File: src/hdl/rpb_pkg.sv
// rpb_pkg: shared constants, mode codes and types for the RGB565 blend unit.
// No dependencies; used by rgb565_pixel_blend and rpb_blend.
`default_nettype none

package rpb_pkg;

  localparam int unsigned PixW  = 16;
  localparam int unsigned RndW  = 8;
  localparam int unsigned ModeW = 4;

  localparam logic [ModeW-1:0] MODE_REPLACE = 4'd0;
  localparam logic [ModeW-1:0] MODE_XOR     = 4'd1;
  localparam logic [ModeW-1:0] MODE_OR      = 4'd2;
  localparam logic [ModeW-1:0] MODE_AND     = 4'd3;
  localparam logic [ModeW-1:0] MODE_HALFQTR = 4'd4;
  localparam logic [ModeW-1:0] MODE_HALF    = 4'd5;
  localparam logic [ModeW-1:0] MODE_QUARTER = 4'd6;
  localparam logic [ModeW-1:0] MODE_SATADD  = 4'd7;
  localparam logic [ModeW-1:0] MODE_SATSUB  = 4'd8;
  localparam logic [ModeW-1:0] MODE_NOISE   = 4'd9;

  localparam logic [15:0] MASK_HALF    = 16'hF7DF;
  localparam logic [15:0] MASK_QUARTER = 16'hE79F;
  localparam logic [15:0] MASK_NOLSB   = 16'hF7DE;
  localparam logic [16:0] MASK_CARRY   = 17'h10820;
  localparam logic [31:0] MASK_BORROW  = 32'hFFFEF7DF;

  localparam logic [4:0] CH5_MAX = 5'h1F;
  localparam logic [5:0] CH6_MAX = 6'h3F;

  typedef struct packed {
    logic [PixW-1:0] dest_pixel;
    logic [PixW-1:0] source_color;
    logic [RndW-1:0] random_byte;
  } pix_in_t;

  typedef struct packed {
    logic [PixW-1:0] new_pixel;
    logic            mode_unsupported;
  } pix_out_t;

endpackage

`default_nettype wire

File: src/hdl/rgb565_pixel_blend.sv
// rgb565_pixel_blend: top level, input register, blend datapath, output register.
// Depends on rpb_pkg and rpb_blend.
//
// Usage:
//  - s_axis: one input word per handshake; tdata = dest_pixel [15:0],
//    source_color [31:16], random_byte [39:32].
//  - m_axis: one result word per input word; tdata = new_pixel,
//    tuser = mode_unsupported.
//  - cfg: write channel for blend_mode (cfg_data_i), always ready; write it
//    only while no word is in flight.
//  - Path: an accepted word passes the input register, then the output register, before m_axis_tvalid.
//  - Throughput: 1 word per cycle while m_axis_tready is high, set by the two-register pipeline with
//    the combinational blend logic between them.
//  - Stall: while m_axis_tready is low the result holds; if the input register is empty, one more word
//    is taken into it, then s_axis_tready drops.
//  - Reset: both stages empty, blend_mode = 0 (replace), s_axis_tready low
//    while rst_ni is asserted.
`default_nettype none

module rgb565_pixel_blend (
  input  wire logic        clk_i,
  input  wire logic        rst_ni,
  input  wire logic        s_axis_tvalid,
  output      logic        s_axis_tready,
  input  wire logic [39:0] s_axis_tdata,  // dest_pixel, source_color, random_byte
  output      logic        m_axis_tvalid,
  input  wire logic        m_axis_tready,
  output      logic [15:0] m_axis_tdata,  // new_pixel
  output      logic        m_axis_tuser,  // mode_unsupported
  input  wire logic        cfg_valid_i,
  output      logic        cfg_ready_o,
  input  wire logic [3:0]  cfg_data_i
);

  logic [rpb_pkg::ModeW-1:0] mode_q;
  logic                      in_vld_q, out_vld_q;
  rpb_pkg::pix_in_t          in_q;
  rpb_pkg::pix_out_t         res_d, res_q;
  logic                      out_take, in_take;

  assign out_take      = !out_vld_q || m_axis_tready;
  assign s_axis_tready = rst_ni && (!in_vld_q || out_take);
  assign in_take       = s_axis_tvalid && s_axis_tready;
  assign cfg_ready_o   = 1'b1;

  always_ff @(posedge clk_i or negedge rst_ni) begin
    if (!rst_ni) begin
      mode_q    <= rpb_pkg::MODE_REPLACE;
      in_vld_q  <= 1'b0;
      out_vld_q <= 1'b0;
    end else begin
      if (cfg_valid_i) mode_q <= cfg_data_i;
      if (s_axis_tready) in_vld_q <= s_axis_tvalid;
      if (out_take) out_vld_q <= in_vld_q;
    end
  end

  always_ff @(posedge clk_i) begin
    if (in_take) begin
      in_q.dest_pixel   <= s_axis_tdata[15:0];
      in_q.source_color <= s_axis_tdata[31:16];
      in_q.random_byte  <= s_axis_tdata[39:32];
    end
    if (out_take && in_vld_q) res_q <= res_d;
  end

  rpb_blend u_blend (
    .mode_i (mode_q),
    .pix_i  (in_q),
    .pix_o  (res_d)
  );

  assign m_axis_tvalid = out_vld_q;
  assign m_axis_tdata  = res_q.new_pixel;
  assign m_axis_tuser  = res_q.mode_unsupported;

endmodule

`default_nettype wire

File: src/hdl/rpb_blend.sv
// rpb_blend: combinational RGB565 blend datapath, one word in, one result out.
// Depends on rpb_pkg.
`default_nettype none

module rpb_blend (
  input  wire logic [rpb_pkg::ModeW-1:0] mode_i,
  input  wire rpb_pkg::pix_in_t          pix_i,
  output rpb_pkg::pix_out_t              pix_o
);

  logic [15:0] d, s;
  logic [2:0]  n;
  logic [16:0] add_c, add_m;
  logic [31:0] sub_c, sub_m, sub_r;
  logic [15:0] half_t, qtr_t;
  logic [6:0]  nb, ng, nr;
  logic [4:0]  cb, cr;
  logic [5:0]  cg;

  always_comb begin
    d = pix_i.dest_pixel;
    s = pix_i.source_color;
    n = pix_i.random_byte[7:5];

    half_t = (d & rpb_pkg::MASK_HALF) >> 1;
    qtr_t  = (d & rpb_pkg::MASK_QUARTER) >> 2;

    // saturating add: carry out of each channel smeared downwards
    add_c = {1'b0, s} + {1'b0, d & rpb_pkg::MASK_NOLSB};
    add_m = add_c & rpb_pkg::MASK_CARRY;

    // saturating subtract: borrow into each channel clears it
    sub_c = {15'd0, {1'b0, d} | rpb_pkg::MASK_CARRY} - {16'd0, s};
    sub_m = sub_c | rpb_pkg::MASK_BORROW;
    sub_r = sub_c & (sub_m >> 1) & (sub_m >> 2) & (sub_m >> 3);

    // noise: 3/4 of each channel plus noise, clamped
    nb = 7'(3 * {4'd0, d[4:2]})   + {4'd0, n};
    ng = 7'(3 * {3'd0, d[10:7]})  + {3'd0, n, 1'b0};
    nr = 7'(3 * {4'd0, d[15:13]}) + {4'd0, n};
    cb = (nb > 7'(rpb_pkg::CH5_MAX)) ? rpb_pkg::CH5_MAX : nb[4:0];
    cg = (ng > 7'(rpb_pkg::CH6_MAX)) ? rpb_pkg::CH6_MAX : ng[5:0];
    cr = (nr > 7'(rpb_pkg::CH5_MAX)) ? rpb_pkg::CH5_MAX : nr[4:0];

    pix_o.mode_unsupported = 1'b0;
    case (mode_i)
      rpb_pkg::MODE_REPLACE: pix_o.new_pixel = s;
      rpb_pkg::MODE_XOR:     pix_o.new_pixel = d ^ s;
      rpb_pkg::MODE_OR:      pix_o.new_pixel = d | s;
      rpb_pkg::MODE_AND:     pix_o.new_pixel = d & s;
      rpb_pkg::MODE_HALFQTR: pix_o.new_pixel = half_t + qtr_t + s;
      rpb_pkg::MODE_HALF:    pix_o.new_pixel = s + half_t;
      rpb_pkg::MODE_QUARTER: pix_o.new_pixel = s + qtr_t;
      rpb_pkg::MODE_SATADD: begin
        pix_o.new_pixel = (add_c[15:0] & rpb_pkg::MASK_NOLSB) | add_m[16:1]
                          | {1'b0, add_m[16:2]} | {2'b0, add_m[16:3]};
      end
      rpb_pkg::MODE_SATSUB:  pix_o.new_pixel = sub_r[15:0] & rpb_pkg::MASK_NOLSB;
      rpb_pkg::MODE_NOISE:   pix_o.new_pixel = {cr, cg, cb};
      default: begin
        pix_o.new_pixel        = d;
        pix_o.mode_unsupported = 1'b1;
      end
    endcase
  end

endmodule

`default_nettype wire

File: config.mk
export PLATFORM = sky130hd
export DESIGN_NAME = rgb565_pixel_blend
export DESIGN_NICKNAME = d
export VERILOG_FILES = /design/src/hdl/rpb_pkg.sv /design/src/hdl/rgb565_pixel_blend.sv /design/src/hdl/rpb_blend.sv
export SDC_FILE = /design/constraint.sdc
export NUM_CORES = 1
export LEC_CHECK = 0
export BUFFER_PORTS_ARGS = -buffer_cell sky130_fd_sc_hd__buf_4
export CAP_MARGIN = 20
export CORE_ASPECT_RATIO = 0.9
export CORE_MARGIN = 2
export CORE_UTILIZATION = 55
export CTS_BUF_LIST = sky130_fd_sc_hd__clkbuf_8 sky130_fd_sc_hd__clkbuf_16
export CTS_CLUSTER_SIZE = 30
export DETAILED_ROUTE_END_ITERATION = 6
export GPL_ROUTABILITY_DRIVEN = 0
export PLACE_DENSITY_LB_ADDON = 0.1
export SYNTH_ARGS = -nofsm -noshare
export SYNTH_HDL_FRONTEND = slang
export SYNTH_SLANG_ARGS = --single-unit
File: constraint.sdc
create_clock -name clk_i -period 3.95 [get_ports clk_i]
set_clock_uncertainty 0.1 [all_clocks]
set_input_delay 0 -clock clk_i [delete_from_list [all_inputs] [get_ports clk_i]]
set_output_delay 0 -clock clk_i [all_outputs]
set_load 0.02 [all_outputs]
## Word level (Yosys, flattened, before mapping)

Index checks and enable logic that the tools add are counted.

| word-level totals | value |
|---|---|
| bits in registers | 63 |
| output and inout port bits | 20 |
| logic and storage cells | 55 |

| cells by class | value |
|---|---|
| multiplexer cells | 5 |
| add/subtract/negate cells | 9 |
| $mul | 3 |
| $lt $le $gt $ge | 3 |
| equal/unequal tests | 9 |
| bitwise operators | 9 |
| reduce and logical (&&, ||, !) cells | 9 |

Operators by type and width:

| operator | number |
|---|---|
| 16-bit case mux with 10 select lines | 1 |
| 16-bit AND | 4 |
| 16-bit bitwise OR | 2 |
| 16-bit by 16-bit adder with 17-bit output | 1 |
| 17-bit by 16-bit subtractor with 17-bit output | 1 |
| 15-bit by 14-bit adder with 16-bit output | 1 |
| 16-bit by 14-bit adder with 16-bit output | 1 |
| 16-bit by 15-bit adder with 16-bit output | 1 |
| 16-bit adder | 1 |
| 4-bit by 3-bit equality test with 1-bit output, second input constant | 4 |
| 16-bit by 14-bit bitwise OR with 16-bit output | 1 |
| 16-bit by 15-bit bitwise OR with 16-bit output | 1 |
| 16-bit bitwise XOR | 1 |
| 7-bit by 5-bit > comparator with 1-bit output, second input constant | 2 |
| 5-bit by 3-bit adder with 6-bit output | 2 |
| 2-bit by 3-bit multiplier with 5-bit output, first input constant | 2 |
| 5-bit 2-to-1 mux | 2 |
| 10-bit OR reduction | 1 |
| 4-bit by 2-bit equality test with 1-bit output, second input constant | 2 |
| 4-bit equality test, second input constant | 2 |
| 6-bit by 4-bit adder with 7-bit output | 1 |
| 7-bit by 6-bit > comparator with 1-bit output, second input constant | 1 |
| 2-bit by 4-bit multiplier with 6-bit output, first input constant | 1 |
| 6-bit 2-to-1 mux | 1 |
| 6 further kinds | 10 |

## Depth between registers and ports, before layout

Gate-level depths: netlist of run 1.

| depth | value |
|---|---|
| depth after elaboration | 5 |
| depth in mapped cells | 18 |

## Modules after synthesis

From an unflattened synthesis of run 1, not the netlist that was laid out.

| unflattened totals | value |
|---|---|
| cells, all modules | 723 |
| area, all modules | 6612.6 um2 |

Modules (own cells, without submodules):

| module | instances | seq. area each (um2) | cells an instance | area each (um2) |
|---|---|---|---|---|
| rpb_blend | 1 | 0.0 | 646 | 4642.0 |
| rgb565_pixel_blend | 1 | 1861.8 | 77 | 1970.6 |

## Worst setup path after synthesis of run 1

No wires, ideal clock.

| path | value |
|---|---|
| path kind | reg-to-reg |
| start | reg mode_q[0] (netlist bit) |
| end | reg res_q, in the netlist m_axis_tdata[14] (data pin) |
| arrival | 3444 ps |
| data required time | 3583 ps |
| slack | 139 ps |
| stages on the path, launching flop included | 18 |
| path through | dfrtp_1 > buf_1 > clkbuf_1 > nor2_1 > clkbuf_1 > nand2_1 > o21ai_0 > ha_1 > inv_1 > fa_1 > nand2b_1 > o2bb2ai_1 > o311ai_0 > a21oi_1 > o21ai_0 > xnor2_1 > a221oi_2 > a32oi_1 |

RTL lines:

| what | RTL line | text |
|---|---|---|
| from (decl) | rgb565_pixel_blend.sv:35 | `logic [rpb_pkg::ModeW-1:0] mode_q;` |
| from (signal assigned) | rgb565_pixel_blend.sv:48 | `mode_q <= rpb_pkg::MODE_REPLACE;` |
| from (signal assigned) | rgb565_pixel_blend.sv:52 | `if (cfg_valid_i) mode_q <= cfg_data_i;` |
| to (signal assigned) | rgb565_pixel_blend.sv:64 | `if (out_take && in_vld_q) res_q <= res_d;` |
| to (decl) | rgb565_pixel_blend.sv:38 | `rpb_pkg::pix_out_t res_d, res_q;` |

==> metrics.md, run 1 <==
| Metric | Value |
|---|---|
| Met3 routed WL | 2040 um |
| Peak supply drop | ~0.35 mV |
| Ant. Diodes | 0 |
| Crit path to | m_axis_tdata[12] |
| ANT nets after route | 0 |
| Fmax | roughly 270 MHz |
| Worst r2r dst | m_axis_tdata[12] |
| Slew Limit Fails | 0 |
| Horiz. Die Dim | about 120 um |
| Clock power share | 29.0% |
| Worst-path fanout max | 5 |
| Netlist cell types | slightly below 80 |
| Initial antenna violation count | 0 |
| Pwr/cell area | roughly 320 nW/um^2 |
| WP data required | approximately 4000 ps |
| Crit path time final | between 3000 and 4000 ps |
| Combinational share of power | 39.5% |
| Vias in the first global route | 5708 |
| Slack of the critical path | ~230 ps |
| Async SR Flop Fraction | between 10% and 20% |
| Fin area | 7880 um^2 |
| Worst-skew pair later-pin latency | 350 ps |
| Avg WL per Cell | about 20 um |
| Initial DRC count | ~570 |
| Cell with the most instances after synthesis | ha_1 |
| Max Used Layer | met4 |
| Clk root buf | clkbuf_16 |
| Die area | around 13000 um^2 |
| DR vias/cell | 6.15 |
| Global route overflow | 0 |
| Layout area overhead | 22.0% |
| Commonest cells post-synth | ha_1 (86), nor2_1 (55), inv_1 (54), o21ai_0 (54), nand2_1 (53) |
| Fillers | between 800 and 900 |
| Hold crit path type | in -> reg |
| First-pass GRT wire length | 30300 um |
| Outcome | complete, no violations |
| Normalized max-slew margin | a little under a third |
| Top_reg_cell synth | edfxtp_1 |
| Fin. Hold Viols | 0 |
| Pre-antenna DRT Iters | 5 |
| RSZ-0062 raised after global routing | no |
| H-tree depth | 3 |
| Startpoint types | flip-flop |
| Setup TNS | 0 ps |
| Worst reg-to-reg path cell count | 16 |
| Ranking of synthesized cells by area | edfxtp_1 (24%), ha_1 (17%), fa_1 (7.4%) |
| Reg2reg setup slack | 230 ps |
| Largest net degree at the start of global routing | roughly 40 |
| Sequential power share | a little under a third |
| Core box area | 11400 um^2 |
| Synth Register Bits | 58 |
| Met2 wire len | approximately 8400 um |
| M1 WL | slightly above 8000 um |
| Synth area leader | edfxtp_1 |
| CTS max path bufs | 2 |
| FF-to-FF Start | mode_q[2] |
| Crit path from | mode_q[2] |
| Clk slew on worst S/H paths | ~60 ps |
| Worst setup EP type | flip-flop |
| Initial core utilization | between 50% and 60% |
| Leakage | 0.00335 uW |
| EDFF count, synth | 52 |
| Routed via count | between 5000 and 6000 |
| Post-synthesis sequential area ratio | between 20% and 30% |
| Critical path arrival | about 3800 ps |
| Synth warnings | 0 |
| Switch share | a little over a third |
| Syn Inst Count | a little under 700 |
| Total track usage | 31.1% |
| Synth top area share | between 20% and 30% |
| Worst-margin pin slew | just over 1000 ps |
| Final wirelength | approximately 19000 um |
| Nets | between 900 and 1000 |
| Ratio of cells with drive above 1 in the final layout | between 10% and 20% |
| Int Power | approximately 1600 uW |
| Avg Cell Area, Syn | 9.31 um^2 |
| Synthesized area | 6460 um^2 |
| Crit path kind | reg -> reg |
| Clk sinks | 58 |
| Post-DP HPWL | between 10000 and 15000 um |
| # rows | 37 |
| DRC | 0 |
| CTS buffer count | 9 |
| Max-Cap Viols | 0 |
| Dpl cell area | ~7000 um^2 |
| Dpl ws | approximately 110 ps |
| Setup Viol. Count Final | 0 |
| CTS tree | built |
| Sw Pwr | 910 uW |
| Die Height | 107 um |
| I/O Buffers | 62 |
| I/O pin count | 69 |
| Fin crit share | a little over nine tenths |
| Post-Syn Nets | 853 |
[registers in the layout, indices dropped and copies added, names as in the netlist]
signal and flops:
in_q 35, m_axis_tdata 16, mode_q 4, in_vld_q 1, m_axis_tuser 1, m_axis_tvalid 1
[layout make-up]
| cell class | instances | area [um^2] | share of cell area, % |
|---|---|---|---|
| Timing Repair Buffer | 133 | 1110 | 14.1 |
| Clock inverter | 7 | 48.8 | 0.619 |
| Inverter | 54 | 203 | 2.57 |
| Tap cell | 156 | 195 | 2.48 |
| Clock buffer | 9 | 225 | 2.86 |
| Sequential cell | 58 | 1710 | 21.7 |
| Multi-Input combinational cell | 554 | 4390 | 55.6 |
[power groups by stage]
stage                     clock, uW  combinational (uW)  sequential, uW
after detailed placement          0                 907             797
after global placement            0                 882             797
after global routing            762                1070             793
final                           726                 988             787
after floorplan                   0                 605             825
after CTS                       731                 951             786
[how the worst min path moves through the flow]
stage	depth (start not counted)	endpoint	slack, ps	startpoint
after global placement	1	in_vld_q	-290	rst_ni
after CTS	2	in_q[23]	250	s_axis_tvalid
after detailed placement	1	in_vld_q	-280	rst_ni
after global routing	2	in_q[10]	280	s_axis_tdata[18]
after floorplan	0	in_vld_q	-400	rst_ni
final	2	in_q[23]	240	s_axis_tvalid
[worst max-delay path, stage by stage (launching register included)]
cell	delay, ps
dfrtp_1	360
nor2b_1	290
nand2_1	110
nor2_2	220
nand2_1	80
o21ai_0	90
ha_1	210
inv_1	60
fa_1	390
nand2b_1	160
o2bb2ai_1	160
o311ai_1	360
a21oi_1	190
o21bai_1	190
xor2_1	160
a21oi_1	90
a32oi_1	330
[timing repair]
action	in CTS	in global routing
setup endpoints to repair	0	4
buffers inserted	0	0
hold endpoints to repair	47	0
gates resized for setup	0	5
hold buffers	46	0
[kinds of logic (layout without fill, tap and decap cells)]
group / Yosys count / count (layout) / share of synthesized area, %
buffers and inverters: 82 / 203 / 6.14
other: 1 / 1 / 0.0580
AOI/OAI and AO/OA: 209 / 209 / 22.3
DFF: 58 / 58 / 26.5
muxes: 6 / 6 / 1.20
and+or+nand+nor: 184 / 184 / 13.7
adders and majority gates: 110 / 110 / 24.1
xor gates and xnor gates: 44 / 44 / 5.96
[per-layer routing]
layer	track usage [%]	up-vias
li1	-	2780
met2	47.7	345
met3	7.66	25
met4	9.04	0
met5	0	-
met1	43.7	2818
[layout by cell type, fill, tap and decap left out, types with 3 or more instances in the layout]
cell type / Yosys / final
nand2_1: 53 / 53
clkinvlp_4: 0 / 3
a31oi_1: 9 / 9
nor2b_1: 11 / 11
a21oi_1: 41 / 40
and3_1: 5 / 5
or3_1: 3 / 3
o21ai_1: 3 / 4
a221oi_1: 13 / 13
a21o_1: 11 / 11
inv_1: 54 / 55
o22ai_1: 5 / 5
ha_1: 86 / 86
buf_4: 5 / 87
o21bai_1: 6 / 6
and2_1: 5 / 5
a222oi_1: 4 / 4
a32oi_1: 8 / 8
a221o_1: 3 / 3
xor2_1: 14 / 14
dlygate4sd3_1: 0 / 46
dfrtp_1: 6 / 6
a22oi_1: 13 / 13
fa_1: 24 / 24
nand3_1: 10 / 10
o31ai_1: 5 / 5
edfxtp_1: 52 / 52
a211oi_1: 5 / 5
nor3_1: 12 / 12
nor2_1: 55 / 54
xnor2_1: 30 / 30
nand4_1: 4 / 4
mux2_2: 4 / 4
clkbuf_16: 0 / 9
nand2b_1: 9 / 9
o21ai_0: 54 / 53
[stage by stage]
stage	total power [uW]	std cells	hold slack [ps]	utilization, %
after detailed placement	1700	909	-283	62.4
after CTS	2470	971	246	68.8
after floorplan	1430	694	-396	-
after global placement	1680	909	-286	62.4
final	2500	971	240	68.9
after global routing	2630	971	276	68.9
No activity file was read; power rests on OpenSTA's default activity.
==> run 2, diff against run 1 <==
--- a/config.mk
+++ b/config.mk
@@ -17,4 +17,5 @@
 export PLACE_DENSITY_LB_ADDON = 0.1
 export SYNTH_ARGS = -nofsm -noshare
 export SYNTH_HDL_FRONTEND = slang
+export SYNTH_HIERARCHICAL = 1
 export SYNTH_SLANG_ARGS = --single-unit
==> run 2 against run 1 <==
The flow now finishes with violations (design-rule violations). Synthesized cell count grew 3.5%. Power rose by 7.4%. Clock power rose by 16%. Critical path depth shrank 1. Core utilization is 1.0 points higher. Cell count rose by 2.4%. Register-to-register slack lost 40 ps. Routed wire length rose by 7.0%. Count of clock-buffer cells in the layout stayed put. Sequential cell count stayed put. Combinational power grew 6%. Critical path type unchanged. Critical endpoint is now m_axis_tdata[13]. Largest power group unchanged. Highest routed layer unchanged.
==> metrics.md, run 2 <==
| Metric | Value |
|---|---|
| Ratio of cells with drive above 1 in the final layout | 13.7% (was 15.6%) |
| Clk slew on worst S/H paths | 60 ps (about the same) |
| Initial DRC count | 799 (was 571) |
| Fin area | 8000 um^2 (was 7880 um^2) |
| CTS tree | built (unchanged) |
| Post-Syn Nets | 879 (was 853) |
| Most frequent cells in the layout | buf_4 (88), ha_1 (88), a21oi_1 (74), nor2_1 (56), inv_1 (54) (was buf_4 (87), ha_1 (86), inv_1 (55), nor2_1 (54)) |
| Vias in the first global route | 6112 (was 5708) |
| Max-Cap Viols | 0 (unchanged) |
| CTS buffer count | 9 (unchanged) |
| Post-CTS Setup Inserts | 0 (unchanged) |
| Fin crit share | 95.3% (was 94.3%) |
| Final wirelength | 20400 um (was 19000 um) |
| Slack of the critical path | 188 ps (was 225 ps) |
| I/O Buffers | 62 (unchanged) |
| Die area | 12600 um^2 (unchanged) |
| CP bufs+invs | 1 (unchanged) |
| Initial antenna violation count | 0 (unchanged) |
| Normalized max-slew margin | 27.6% (was 30.8%) |
| Setup TNS | 0 ps (unchanged) |
| Crit path kind | reg -> reg (unchanged) |
| WP data required | 3950 ps (was 3990 ps) |
| Setup Viol. Count Final | 0 (unchanged) |
| Worst setup EP type | flip-flop (unchanged) |
| Hold path depth | 2 (unchanged) |
| Pre-antenna DRT Iters | 7 (was 5) |
| Non-filler cells, final | 994 (was 971) |
| Total track usage | 33.3% (was 31.1%) |
| Worst reg-to-reg path cell count | 15 (was 16) |
| Pwr/cell area | 335 nW/um^2 (was 317 nW/um^2) |
| Max reg flops | 35 (unchanged) |
| ANT nets after route | 0 (unchanged) |
| Avg WL per Cell | 20.5 um (was 19.6 um) |
| First-pass GRT wire length | 32200 um (was 30300 um) |
| Crit path largest cell delay | 390 ps (about the same) |
| Cell Chain, Critical Path | nor2b_2, nand2_1, nor2_2, buf_4, nand2_1, o21ai_0, ha_1, o2111ai_1, a21oi_1, o311a_1, a221o_1, xor2_1, a221oi_2, o21ai_1, a2bb2oi_1 (was nor2b_1, nand2_1, nor2_2, nand2_1, o21ai_0, ha_1, inv_1, fa_1, nand2b_1, o2bb2ai_1, o311ai_1, a21oi_1, o21bai_1, xor2_1, a21oi_1, a32oi_1) |
| Synth warnings | 6 (was 0) |
| Largest net degree at the start of global routing | 44 (was 41) |
| Worst-margin pin slew | 1080 ps (was 1030 ps) |
| DRC | 1 (was 0) |
| Reg with most FFs | in_q (unchanged) |
| Synthesized area | 6460 um^2 (unchanged) |
| I/O pin count | 69 (unchanged) |
| CP delay by family, top | compound AO/OA/AOI/OAI gates (unchanged) |
| Peak supply drop | 0.339 mV (was 0.352 mV) |
| Outcome | finished, violations left (was complete, no violations) |
| Startpoint types | flip-flop (unchanged) |
| Fin. Hold Viols | 0 (unchanged) |
| Clk sinks | 58 (unchanged) |
| Routed via count | 6299 (was 5968) |
| Slew Limit Fails | 0 (unchanged) |
| Ant. Diodes | 0 (unchanged) |
| Leakage | 0.00344 uW (was 0.00335 uW) |
| Critical path depth | 15 (was 16) |
| H-tree depth | 3 (unchanged) |
| # rows | 37 (unchanged) |
| Avg Cell Area, Syn | 9.00 um^2 (was 9.31 um^2) |
| Core box area | 11400 um^2 (unchanged) |
| Dpl cell area | 7190 um^2 (was 7130 um^2) |
| DR vias/cell | 6.34 (was 6.15) |
| Post-DP HPWL | 14700 um (was 13900 um) |
| Horiz. Die Dim | 118 um (unchanged) |
| Crit path time final | 3760 ps (was 3720 ps) |
| Syn Inst Count | 718 (was 694) |
| Global route overflow | 0 (unchanged) |
| Failing checks | design-rule violations |
| Clk root buf | clkbuf_16 (unchanged) |
| Initial core utilization | 56.5% (unchanged) |
| Worst-path fanout max | 10 (was 5) |
| Slowest stage cell on the critical path | dfrtp_1 (was fa_1) |
| Critical path arrival | 3760 ps (was 3770 ps) |
| Dpl ws | 43.7 ps (was 112 ps) |
| Cell repeated most along the worst path | nand2_1 |
| Hold crit path type | in -> reg (unchanged) |
| Layout area overhead | 23.8% (was 22.0%) |
| Die Height | 107 um (unchanged) |
| Nets | 994 (was 969) |
| Fillers | 853 (was 840) |
| CTS max path bufs | 2 (unchanged) |
| Worst-skew pair later-pin latency | 350 ps (about the same) |
| Placed Cells | 930 (was 909) |
| Fmax | 266 MHz (was 268 MHz) |
-- run 2: metrics by stage --
stage	utilization [%]	hold slack [ps]	power, uW
after global routing	70.0	276	2810
after global placement	62.9	-280	1730
after detailed placement	62.9	-276	1760
after CTS	69.8	259	2650
after floorplan	-	-396	1450
final	70.0	271	2680
-- run 2: where the power goes --
| group | internal (uW) | switching (uW) | total, uW |
|---|---|---|---|
| combinational | 441 | 605 | 1050 |
| sequential | 749 | 46.0 | 795 |
| clock | 545 | 299 | 843 |
-- run 2: worst reg2reg max path: stages (launching register included) --
cell       delay, ps
dfrtp_1          390
nor2b_2          220
nand2_1          100
nor2_2           230
buf_4            230
nand2_1           70
o21ai_0          150
ha_1             340
o2111ai_1        130
a21oi_1          100
o311a_1          380
a221o_1          340
xor2_1           160
a221oi_2         320
o21ai_1          110
a2bb2oi_1        150
-- run 2: what timing repair did --
item / 4_1_cts / 5_1_grt
hold buffers: 48 / 0
endpoints found under the setup margin: 0 / 5
endpoints found under the hold margin: 47 / 0
gates resized for setup: 0 / 4
-- run 2: path summary, 6_finish.rpt --
path / start / end / slack, ps
max in group asynchronous: rst_ni / mode_q[1] / 2980
setup reg to reg: mode_q[3] / m_axis_tdata[13] / 190
hold reg to reg: in_vld_q / m_axis_tvalid / 430
min in group asynchronous: rst_ni / mode_q[2] / 530
hold / removal: s_axis_tdata[1] / in_q[25] / 270
setup / recovery: mode_q[3] / m_axis_tdata[13] / 190
-- run 2: area by class of cell --
type                            count  area, um^2  share of cell area (%)
Multi-Input combinational cell    574        4440                    55.5
Sequential cell                    58        1710                    21.4
Timing Repair Buffer              136        1140                    14.3
Clock buffer                        9         225                    2.81
Inverter                           54         203                    2.53
Tap cell                          156         195                    2.44
Clock inverter                      7        85.1                    1.06
-- run 2: layer usage --
layer | share of wire, % | GRT usage, % | vias up
met4 | 3.1 | 12.6 | 0
met5 | 0 | 0 | -
li1 | - | - | 2849
met2 | 43 | 50.6 | 432
met1 | 41 | 44.5 | 2957
met3 | 13 | 10.7 | 61
